[config.mk]
export PLATFORM = sky130hd
export DESIGN_NAME = programmable_parallel_port
export DESIGN_NICKNAME = d
export VERILOG_FILES = /design/src/design/ppp_pkg.sv /design/src/design/ppp_core.sv /design/src/design/programmable_parallel_port.sv
export SDC_FILE = /design/constraint.sdc
export NUM_CORES = 1
export LEC_CHECK = 0
export BUFFER_PORTS_ARGS = -buffer_cell sky130_fd_sc_hd__buf_4
export CORE_UTILIZATION = 45
export CTS_BUF_LIST = sky130_fd_sc_hd__clkbuf_4 sky130_fd_sc_hd__clkbuf_8 sky130_fd_sc_hd__clkbuf_16
export DETAILED_ROUTE_END_ITERATION = 10
export PLACE_DENSITY_LB_ADDON = 0.1
export SETUP_SLACK_MARGIN = 0.2
export SLEW_MARGIN = 20
export SYNTH_ARGS = -nofsm -noshare
export SYNTH_HDL_FRONTEND = slang
export SYNTH_SLANG_ARGS = --single-unit
[constraint.sdc]
create_clock -name clk -period 2.8 [get_ports clk]
set_input_delay 0.42 -clock clk [delete_from_list [all_inputs] [get_ports clk]]
set_output_delay 0.42 -clock clk [all_outputs]
set_load 0.05 [all_outputs]
[src/design/ppp_pkg.sv]
`timescale 1ns / 1ps
// ----------------------------------------------------------------------------
// ppp_pkg: shared types and constants for the programmable parallel port
// Operation codes, address selects, register state and result bundle.
// ----------------------------------------------------------------------------
package ppp_pkg;

  typedef enum logic [1:0] {
    OP_READ     = 2'd0,
    OP_WRITE    = 2'd1,
    OP_STROBE_A = 2'd2,
    OP_STROBE_B = 2'd3
  } op_t;

  typedef enum logic [1:0] {
    SEL_PORT_A  = 2'd0,
    SEL_PORT_B  = 2'd1,
    SEL_PORT_C  = 2'd2,
    SEL_CONTROL = 2'd3
  } sel_t;

  localparam int unsigned CS_W = 6;
  localparam logic [2:0] BIT_INDEX_MASK = 3'h7;

  // Control word bit positions
  localparam int unsigned CW_MODE_SET = 7;
  localparam int unsigned CW_A_MODE_HI = 6;
  localparam int unsigned CW_A_MODE_LO = 5;
  localparam int unsigned CW_A_INPUT = 4;
  localparam int unsigned CW_B_MODE = 2;
  localparam int unsigned CW_B_INPUT = 1;

  // Port C bits that carry the interrupt enables
  localparam int unsigned PC_EN_A = 4;
  localparam int unsigned PC_EN_B = 2;

  typedef struct packed {
    logic [7:0] port_a;
    logic [7:0] port_b;
    logic [7:0] port_c;
    logic [7:0] control;
    logic       en_a;
    logic       en_b;
  } ppp_state_t;

  typedef struct packed {
    logic [7:0] read_data;
    logic       read_valid;
    logic       irq_a;
    logic       irq_b;
  } ppp_flags_t;

endpackage

[src/design/ppp_core.sv]
`timescale 1ns / 1ps
// ----------------------------------------------------------------------------
// ppp_core: event decode and register update
// Computes the next register state and the bus/irq flags for one event.
// ----------------------------------------------------------------------------
module ppp_core (
  input  ppp_pkg::ppp_state_t              cur,
  input  logic [ppp_pkg::CS_W-1:0]         dev_sel,
  input  logic [1:0]                       operation,
  input  logic [7:0]                       address,
  input  logic [7:0]                       write_data,
  input  logic [7:0]                       port_a_in,
  input  logic [7:0]                       port_b_in,
  output ppp_pkg::ppp_state_t              nxt,
  output ppp_pkg::ppp_flags_t              flags
);

  logic       hit;
  logic [1:0] sel;
  logic       a_mode0;
  logic       b_mode0;
  logic [2:0] pos;

  assign hit     = (address[7:2] == dev_sel);
  assign sel     = address[1:0];
  assign a_mode0 = (cur.control[ppp_pkg::CW_A_MODE_HI:ppp_pkg::CW_A_MODE_LO] == 2'b00);
  assign b_mode0 = !cur.control[ppp_pkg::CW_B_MODE];
  assign pos     = write_data[3:1] & ppp_pkg::BIT_INDEX_MASK;

  always_comb begin
    nxt   = cur;
    flags = '0;
    unique case (ppp_pkg::op_t'(operation))
      ppp_pkg::OP_READ: begin
        if (hit) begin
          unique case (ppp_pkg::sel_t'(sel))
            ppp_pkg::SEL_PORT_A: begin
              if (a_mode0) begin
                flags.read_data  = cur.port_a;
                flags.read_valid = 1'b1;
              end
            end
            ppp_pkg::SEL_PORT_B: begin
              if (b_mode0) begin
                flags.read_data  = cur.port_b;
                flags.read_valid = 1'b1;
              end
            end
            ppp_pkg::SEL_PORT_C: begin
              if (b_mode0) begin
                flags.read_data = cur.port_c;
              end else begin
                // status byte: enables only
                flags.read_data[ppp_pkg::PC_EN_A] = cur.en_a;
                flags.read_data[ppp_pkg::PC_EN_B] = cur.en_b;
              end
              flags.read_valid = 1'b1;
            end
            ppp_pkg::SEL_CONTROL: begin
            end
            default: begin
            end
          endcase
        end
      end
      ppp_pkg::OP_WRITE: begin
        if (hit) begin
          unique case (ppp_pkg::sel_t'(sel))
            ppp_pkg::SEL_CONTROL: begin
              if (write_data[ppp_pkg::CW_MODE_SET]) begin
                nxt.control = write_data;
              end else begin
                nxt.port_c[pos] = write_data[0];
              end
            end
            ppp_pkg::SEL_PORT_A: begin
              if (a_mode0) nxt.port_a = write_data;
            end
            ppp_pkg::SEL_PORT_B: begin
              if (b_mode0) nxt.port_b = write_data;
            end
            ppp_pkg::SEL_PORT_C: begin
              nxt.port_c = write_data;
            end
            default: begin
            end
          endcase
          nxt.en_a = nxt.port_c[ppp_pkg::PC_EN_A];
          nxt.en_b = nxt.port_c[ppp_pkg::PC_EN_B];
        end
      end
      ppp_pkg::OP_STROBE_A: begin
        if (!a_mode0 && cur.control[ppp_pkg::CW_A_INPUT]) begin
          nxt.port_a  = port_a_in;
          flags.irq_a = cur.en_a;
        end
      end
      ppp_pkg::OP_STROBE_B: begin
        if (!b_mode0 && cur.control[ppp_pkg::CW_B_INPUT]) begin
          nxt.port_b  = port_b_in;
          flags.irq_b = cur.en_b;
        end
      end
      default: begin
      end
    endcase
  end

endmodule

[src/design/programmable_parallel_port.sv]
`timescale 1ns / 1ps
// A result appears on the out_ port in the cycle after its input transfer.
// Throughput: one event per cycle if unstalled; the register state updates in the
// same edge that captures the result register, so back-to-back events see prior
// effects. in_stall rises only while a held result is stalled on the output side.
// Reset (rst_n low, synchronous) clears ports A/B/C, control word, enables,
// device select and the output valid.
// ----------------------------------------------------------------------------
// programmable_parallel_port: three-port parallel peripheral
// Bus read/write decode, port C bit set/reset, strobe latching with irq flags.
// ----------------------------------------------------------------------------
module programmable_parallel_port (
  input  logic                      clk,
  input  logic                      rst_n,
  input  logic                      cfg_wr_en,
  input  logic [ppp_pkg::CS_W-1:0]  cfg_wr_data,
  input  logic                      in_valid,
  output logic                      in_stall,
  input  logic [1:0]                in_operation,
  input  logic [7:0]                in_address,
  input  logic [7:0]                in_write_data,
  input  logic [7:0]                in_port_a_in,
  input  logic [7:0]                in_port_b_in,
  output logic                      out_valid,
  input  logic                      out_stall,
  output logic [7:0]                out_read_data,
  output logic                      out_read_valid,
  output logic                      out_irq_a,
  output logic                      out_irq_b,
  output logic [7:0]                out_port_a_out,
  output logic [7:0]                out_port_b_out,
  output logic [7:0]                out_port_c_out
);

  logic [ppp_pkg::CS_W-1:0] dev_sel_r;
  ppp_pkg::ppp_state_t      state_r;
  ppp_pkg::ppp_state_t      state_nxt;
  ppp_pkg::ppp_flags_t      flags_nxt;
  ppp_pkg::ppp_flags_t      flags_r;
  logic                     out_valid_r;
  logic                     in_xfer;
  logic                     out_xfer;

  assign in_stall = out_valid_r && out_stall;
  assign in_xfer  = in_valid && !in_stall;
  assign out_xfer = out_valid_r && !out_stall;

  ppp_core u_core (
    .cur         (state_r),
    .dev_sel     (dev_sel_r),
    .operation   (in_operation),
    .address     (in_address),
    .write_data  (in_write_data),
    .port_a_in   (in_port_a_in),
    .port_b_in   (in_port_b_in),
    .nxt         (state_nxt),
    .flags       (flags_nxt)
  );

  always_ff @(posedge clk) begin
    if (!rst_n) begin
      dev_sel_r   <= '0;
      state_r     <= '0;
      out_valid_r <= 1'b0;
    end else begin
      if (cfg_wr_en) dev_sel_r <= cfg_wr_data;
      if (in_xfer) begin
        state_r     <= state_nxt;
        out_valid_r <= 1'b1;
      end else if (out_xfer) begin
        out_valid_r <= 1'b0;
      end
    end
  end

  // Result payload; port values come from state_r, which updates on the same edge
  always_ff @(posedge clk) begin
    if (in_xfer) flags_r <= flags_nxt;
  end

  assign out_valid      = out_valid_r;
  assign out_read_data  = flags_r.read_data;
  assign out_read_valid = flags_r.read_valid;
  assign out_irq_a      = flags_r.irq_a;
  assign out_irq_b      = flags_r.irq_b;
  assign out_port_a_out = state_r.port_a;
  assign out_port_b_out = state_r.port_b;
  assign out_port_c_out = state_r.port_c;

`ifndef SYNTH
  // A bus read never also raises an interrupt
  a_read_no_irq: assert property (@(posedge clk) disable iff (!rst_n)
    out_valid_r |-> !(flags_r.read_valid && (flags_r.irq_a || flags_r.irq_b)))
    else $error("read result carries an irq flag");

  // Input side only stalls behind a held result
  a_stall_cause: assert property (@(posedge clk) disable iff (!rst_n)
    in_stall |-> out_valid_r)
    else $error("input stalled with empty result register");

  // A strobe interrupt implies the peripheral byte was latched
  a_irq_a_latch: assert property (@(posedge clk) disable iff (!rst_n)
    (in_xfer && flags_nxt.irq_a) |=> (state_r.port_a == $past(in_port_a_in)))
    else $error("irq_a raised without port A latch");

  a_irq_b_latch: assert property (@(posedge clk) disable iff (!rst_n)
    (in_xfer && flags_nxt.irq_b) |=> (state_r.port_b == $past(in_port_b_in)))
    else $error("irq_b raised without port B latch");

  // No new transfer while stalled, so the held port values stay put
  a_state_hold: assert property (@(posedge clk) disable iff (!rst_n)
    in_stall |=> $stable(state_r))
    else $error("register state changed while output stalled");
`endif

endmodule

* Yosys cells after proc, flatten, opt, wreduce, memory -nomap -nowiden
Cells that the tools add are included.
** Operators by class
- Order comparisons :: 2
- Eq/ne operators :: 15
- Mux-type cells :: 26
- Reductions and logical operators :: 24
** Operators by type and width (count)
- 8-bit 2-to-1 mux :: 9
- 8-bit case mux with 2 select lines :: 3
- 34-bit 2-to-1 mux :: 1
- 9-bit case mux with 3 select lines :: 1
- 9-bit 2-to-1 mux :: 2
- 6-bit AND reduction :: 2
- 5-bit AND reduction :: 2
- 8-bit bitwise mux :: 1
- 2-bit equality test, second input constant :: 4
- 2-bit by 1-bit inequality test with 1-bit output, second input constant :: 4
- 2-bit inequality test, second input constant :: 4
- 2-bit nonzero test :: 4
- 6-bit equality test :: 1
- 1-bit logical AND :: 6
- 2-bit zero test :: 3
- 1-bit 2-to-1 mux :: 6
- 2-bit AND reduction :: 3
- 2-bit by 1-bit equality test with 1-bit output, second input constant :: 2
- 3-bit by 4-bit < comparator with 1-bit output, second input constant :: 1
- 1-bit demux with 3-bit select :: 1
- 3-bit by 1-bit greater-or-equal comparator with 1-bit output, second input constant :: 1
- 1-bit zero test :: 3
- 3-bit 2-to-1 mux :: 1
- 3-bit AND reduction :: 1
- 2-bit 2-to-1 mux :: 1
** Storage, ports and cells
- Bits in registers :: 52
- Input port bits :: 45
- Logic and storage cells :: 80

* Logic depth before layout (Yosys ltp)
- Depth after elaboration :: 9
- Gate-level depth with buffers :: 8

* By module
From an unflattened synthesis, not the netlist that was laid out.
** Unflattened totals
- Cell total of the unflattened synthesis :: 412
- Area, all modules :: 3550.9 um^2
** By module, submodules not included
- programmable_parallel_port :: instances 1, cells each 206, area an instance 2183.3 um^2
- ppp_core :: instances 1, cells each 206, area an instance 1367.6 um^2

* Least setup slack after synthesis
OpenSTA, ideal clock, no wires.
- Kind :: register to register
- Start :: reg out_valid_r, in the netlist out_valid
- End :: reg state_r, in the netlist out_port_c_out[3]
- Arrival :: 2511 ps
- Required time :: 2653 ps
- Path slack :: 142 ps
- Cell stages (with the launch flop) :: 7
- Path buffers :: 1
- Cells stage by stage :: dfxtp_1 > a21boi_0 > nand2_1 > nor4_4 > and2_1 > buf_2 > a311oi_2
** On the way
- Longest elaborated chain between the ends :: 4
** RTL lines
- from (decl) :: RTL line programmable_parallel_port.sv:40 : logic out_valid_r;
- from (signal assigned) :: RTL line programmable_parallel_port.sv:64 : out_valid_r <= 1'b0;
- from (signal assigned) :: RTL line programmable_parallel_port.sv:69 : out_valid_r <= 1'b1;
- from (signal assigned) :: RTL line programmable_parallel_port.sv:71 : out_valid_r <= 1'b0;
- 1-bit logical AND :: RTL line programmable_parallel_port.sv:44 : assign in_stall = out_valid_r && out_stall;
- 1-bit zero test :: RTL line programmable_parallel_port.sv:45 : assign in_xfer = in_valid && !in_stall;
- 1-bit logical AND :: RTL line programmable_parallel_port.sv:45
- named net in_xfer :: RTL line programmable_parallel_port.sv:41 : logic in_xfer;
- 5-bit AND reduction (no line)
- to (signal assigned) :: RTL line programmable_parallel_port.sv:68 : state_r <= state_nxt;
- to (decl) :: RTL line programmable_parallel_port.sv:36 : ppp_pkg::ppp_state_t state_r;
The timed path passes the listed nets, and every way through them passes these cells.
A chain may end at the register's enable or synchronous reset.

* Worst setup path after layout
- Start :: reg dev_sel_r[4] (netlist name)
- End :: reg flags_r, in the netlist out_read_data[4] (data pin)
** On the way
- Longest elaborated chain between the ends :: 2
** RTL lines
- from (decl) :: RTL line programmable_parallel_port.sv:35 : logic [ppp_pkg::CS_W-1:0] dev_sel_r;
- from (signal assigned) :: RTL line programmable_parallel_port.sv:66 : if (cfg_wr_en) dev_sel_r <= cfg_wr_data;
- 6-bit equality test :: RTL line ppp_core.sv:24 : assign hit = (address[7:2] == dev_sel);
- 2-bit AND reduction (no line)
- to (signal assigned) :: RTL line programmable_parallel_port.sv:78 : if (in_xfer) flags_r <= flags_nxt;
- to (decl) :: RTL line programmable_parallel_port.sv:39 : ppp_pkg::ppp_flags_t flags_r;
Every way passes these cells.

==> results by group <==
STA
  – Worst Max-Slew Pin Slew: 0.861 ns
  – Max-slew violation count: 0
  – Final TNS setup: 0 ns
  – Final Hold Viols: 0
  – Worst clock skew: 0.00728 ns
  – Total of endpoints with negative setup slack in the final report: 0
  – RSZ-0062 raised after global routing: no
  – Post-route fraction of the period consumed by the critical path: 0.764
  – Worst max-slew margin expressed relative to the limit: 0.423
  – Highest clock frequency the design can meet: 467 MHz
  – Time the worst path needs with I/O delays and setup: 2.14 ns
  – Final Worst Setup Slack: 0.661 ns

Synth
  – Async set-reset flop share out of synthesis: 0
  – Post-synth design cell area: between 2000 and 3000 um^2
  – Post-synthesis compound-gate area fraction: 0.260
  – Count of mapped cells out of synthesis: 317
  – #FFs+latches synth: 47
  – Largest family of logic cells by synthesized area: compound AO/OA/AOI/OAI gates
  – Adder-Cell Fraction of Synth Area: 0
  – Warnings from Yosys: 0
  – Distinct cell type count of the synthesized netlist: 51
  – Number of flops mapped to enable cells by yosys: 11
  – Post-synthesis average cell area: approximately 9.0 um^2
  – Xor/xnor cell area share of the yosys netlist: 0.0203
  – Predominant post-synthesis flop cell: sky130_fd_sc_hd__dfxtp_1
  – Nets in the synthesized netlist: 362
  – Post-synthesis mux area share: 0.0427
  – Proportion of synthesized chip area in sequential cells: 0.370
  – Simple logic cell fraction of the synthesized area: 0.194

Pwr
  – Internal power component: 1.17 mW
  – Power per Cell Area: 462 nW/um^2
  – Peak supply drop: 0.322 mV
  – Relative contribution of sequential cells to total power: 0.452
  – Portion of total power attributed to combinational logic: 0.172
  – Share of total power in the clock network: 0.376
  – Static leakage power: 1.30 nW
  – Net switching fraction of the power: 0.265
  – Sw power: 0.422 mW

Worst setup path
  – Arrival time of data at the critical path endpoint: around 2.3 ns
  – Peak per-stage delay on the critical path: ~0.64 ns
  – Cell at the slowest stage of the critical path: sky130_fd_sc_hd__nor3_4
  – Worst setup EP type: flop
  – Maximum fanout along the worst path: 18
  – Critical setup path kind: flop to flop
  – Worst Reg-to-Reg Cells: 5
  – Count of buffering cells on the critical path with inverters included: 0
  – Family with the most delay on the worst path: simple AND/OR/NAND/NOR gates
  – Cells traversed along the worst timing path: xnor2_2, o2111ai_4, nor3_4, nand3_2, a21oi_1
  – Worst EP required: slightly below 3 ns
  – Launching element type of the critical path: flop
  – Number of logic stages on the critical path including buffering: 5

Place
  – Count of input and output buffers: between 80 and 90
  – Half-perimeter wire length after detailed placement: 5.56 mm
  – Gp weighted congestion: 0.874
  – Worst setup slack before clock tree synthesis: 0.496 ns

Clock network
  – TritonCTS clock tree: done
  – Number of clock sinks seen by CTS: 47
  – Maximum number of buffers from clock root to sink: 2
  – Number of buffers added by the clock tree synthesis step: 5
  – Post-CTS setup buffer count: 0
  – Clk slew on worst S/H paths: 0.09 ns
  – Cells resized by post-CTS repair: 0
  – Clock Root Buffer: sky130_fd_sc_hd__clkbuf_8
  – Hold bufs inserted after CTS: 0
  – Latest clock arrival within the worst-skew pair: 0.30 ns
  – Htree depth: 2

Final layout
  – Layout area overhead: 21.2%
  – Core Util, Final: 0.575
  – Total number of nets in the final design: 409
  – Diode count: 0
  – Layout cells sized above 1: 0.315

Detailed routing
  – Final antenna-violating net count: 0
  – Drt total wl: 7.70 mm
  – Total iterations of the first detailed-routing run: 4
  – Number of DRC markers after the initial detailed-route iteration: 128
  – Count of unresolved DRC violations after routing: 0
  – Vias: 2584
  – Average detailed-routed wire length per instance: 17.5 um
  – DR vias/cell: 5.87

Floorplan
  – Area inside the core boundary: 5990 um^2
  – I/O pin total: ~80
  – Die outline area: 6630 um^2
  – Starting Density: 0.474
  – Chip height: between 80 and 90 um
  – Die width: 81.4 um
  – Site Rows: 28

Global route
  – Grt total ovfl: 0
  – Via count of the first global-routing pass: 2388
  – Global-route wire length before repair: 11.9 mm
  – Total global routing track utilization: 0.241
  – Number of antenna violations at the first check in global routing: 0
  – Largest net degree at the start of global routing: 29

Worst hold path
  – Tightest Hold Check Type: input pin to flop
  – Hold Crit Depth: 2

Run status
  – Run status: finished clean

Job
  – Max-cap viol count: 0
[cells by family (layout without fill, tap and decap cells)]
kind of cell / after synthesis / count (layout)
XOR/XNOR: 4 / 4
flip-flops: 47 / 47
multiplexers: 12 / 12
buffers and inverters: 55 / 103
AO/OA/AOI/OAI: 100 / 100
AND/OR/NAND/NOR: 99 / 99
[synth_stat cells (2+ instances only)]
library cell               count  share of area
sky130_fd_sc_hd__xnor2_2       2          0.011
sky130_fd_sc_hd__a22oi_1       8          0.021
sky130_fd_sc_hd__o21a_1        3         0.0079
sky130_fd_sc_hd__dfxtp_1      36           0.25
sky130_fd_sc_hd__nor4_4        2          0.015
sky130_fd_sc_hd__o31ai_1       2         0.0053
sky130_fd_sc_hd__a311oi_2      3          0.016
sky130_fd_sc_hd__a211oi_1      6          0.016
sky130_fd_sc_hd__buf_4        24          0.063
sky130_fd_sc_hd__nand3_1      28          0.049
sky130_fd_sc_hd__o31ai_4       2          0.015
sky130_fd_sc_hd__nor2_1       27          0.036
sky130_fd_sc_hd__a31oi_1      11          0.024
sky130_fd_sc_hd__clkinv_1      2         0.0026
sky130_fd_sc_hd__nor2b_1       6          0.013
sky130_fd_sc_hd__nand2b_1      2         0.0044
sky130_fd_sc_hd__inv_1         3         0.0040
sky130_fd_sc_hd__nand2_1       9          0.012
sky130_fd_sc_hd__mux2i_1      11          0.039
sky130_fd_sc_hd__clkbuf_1     16          0.021
sky130_fd_sc_hd__buf_6         2         0.0079
sky130_fd_sc_hd__and2_1        9          0.020
sky130_fd_sc_hd__a21oi_1      37          0.065
sky130_fd_sc_hd__o21ai_1       5         0.0088
sky130_fd_sc_hd__edfxtp_1     11           0.12
sky130_fd_sc_hd__a311oi_1     13          0.040
sky130_fd_sc_hd__and3_1        3         0.0066
sky130_fd_sc_hd__nor4_1        2         0.0044
sky130_fd_sc_hd__nand3b_1      4          0.011
sky130_fd_sc_hd__buf_2         7          0.012
[routing by layer]
metal,track usage,part of all wire,up-vias
met5,0,0,-
met4,0.0911,0.019,0
met3,0.0467,0.064,12
met2,0.393,0.49,95
met1,0.314,0.43,1228
li1,-,-,1249
[registers in the layout, indices dropped and copies added, names as in the netlist, named ones only]
name and flops:
dev_sel_r 6, out_irq_a 1, state_r 5, out_port_a_out 8, out_read_valid 1, out_valid 1, out_irq_b 1, out_port_c_out 6
out_port_b_out 8, out_read_data 8
[layout by cell type (no fill, tap or decap), types with 2 or more instances in the layout]
| cell type | netlist | routed |
|---|---|---|
| sky130_fd_sc_hd__a211oi_1 | 6 | 6 |
| sky130_fd_sc_hd__a21boi_1 | 1 | 2 |
| sky130_fd_sc_hd__a21oi_1 | 37 | 37 |
| sky130_fd_sc_hd__a22oi_1 | 8 | 8 |
| sky130_fd_sc_hd__a311oi_1 | 13 | 13 |
| sky130_fd_sc_hd__a311oi_2 | 3 | 3 |
| sky130_fd_sc_hd__a31oi_1 | 11 | 11 |
| sky130_fd_sc_hd__and2_1 | 9 | 9 |
| sky130_fd_sc_hd__and3_1 | 3 | 3 |
| sky130_fd_sc_hd__buf_4 | 24 | 90 |
| sky130_fd_sc_hd__bufinv_16 | 0 | 2 |
| sky130_fd_sc_hd__clkbuf_8 | 0 | 5 |
| sky130_fd_sc_hd__clkinv_1 | 2 | 2 |
| sky130_fd_sc_hd__dfxtp_1 | 36 | 36 |
| sky130_fd_sc_hd__edfxtp_1 | 11 | 11 |
| sky130_fd_sc_hd__inv_1 | 3 | 3 |
| sky130_fd_sc_hd__mux2i_1 | 11 | 11 |
| sky130_fd_sc_hd__nand2_1 | 9 | 9 |
| sky130_fd_sc_hd__nand2b_1 | 2 | 2 |
| sky130_fd_sc_hd__nand3_1 | 28 | 28 |
| sky130_fd_sc_hd__nand3b_1 | 4 | 4 |
| sky130_fd_sc_hd__nor2_1 | 27 | 27 |
| sky130_fd_sc_hd__nor2b_1 | 6 | 6 |
| sky130_fd_sc_hd__nor4_1 | 2 | 2 |
| sky130_fd_sc_hd__nor4_4 | 2 | 2 |
| sky130_fd_sc_hd__o21a_1 | 3 | 3 |
| sky130_fd_sc_hd__o21ai_1 | 5 | 5 |
| sky130_fd_sc_hd__o31ai_1 | 2 | 2 |
| sky130_fd_sc_hd__o31ai_4 | 2 | 2 |
| sky130_fd_sc_hd__xnor2_2 | 2 | 2 |
[power by group through the flow]
stage	Sequential [mW]	Combinational [mW]	Clock [mW]
after global routing	0.721	0.294	0.637
after detailed placement	0.735	0.272	0
after global placement	0.735	0.271	0
after CTS	0.720	0.274	0.603
after floorplan	0.762	0.144	0
final	0.719	0.274	0.598
[metrics by stage]
stage               cells  cell area, um^2  hold slack (ns)  total power, mW
floorplan             317             2840            0.464            0.906
global placement      432             3310            0.481             1.01
detailed placement    432             3310            0.492             1.01
CTS                   440             3440            0.326             1.60
global route          440             3440            0.323             1.65
finish                440             3440            0.334             1.59
[path summary, 6_finish.rpt]
| path | from | end | slack (ns) |
|---|---|---|---|
| max | dev_sel_r[4] | out_read_data[4] | 0.66 |
| min | in_valid | out_valid | 0.33 |
| max reg2reg | dev_sel_r[4] | out_read_data[4] | 0.66 |
| min reg2reg | state_r[6] | state_r[6] | 0.50 |
[worst register-to-register path: cells and delay by family, from the launching register on]
| kind | cells | cell delay (ns) |
|---|---|---|
| XOR/XNOR | 1 | 0.20 |
| AND/OR/NAND/NOR | 2 | 0.96 |
| flip-flops | 1 | 0.34 |
| AO/OA/AOI/OAI | 2 | 0.49 |
[layout make-up]
type / count / area (um^2)
Sequential cell: 47 / 1050
Fill cell: 572 / 2550
Clock buffer: 5 / 68.8
Clock inverter: 3 / 67.6
Timing Repair Buffer: 90 / 676
Tap cell: 75 / 93.8
Inverter: 5 / 18.8
Multi-Input combinational cell: 215 / 1470
Power figures use the tool's default switching activity.
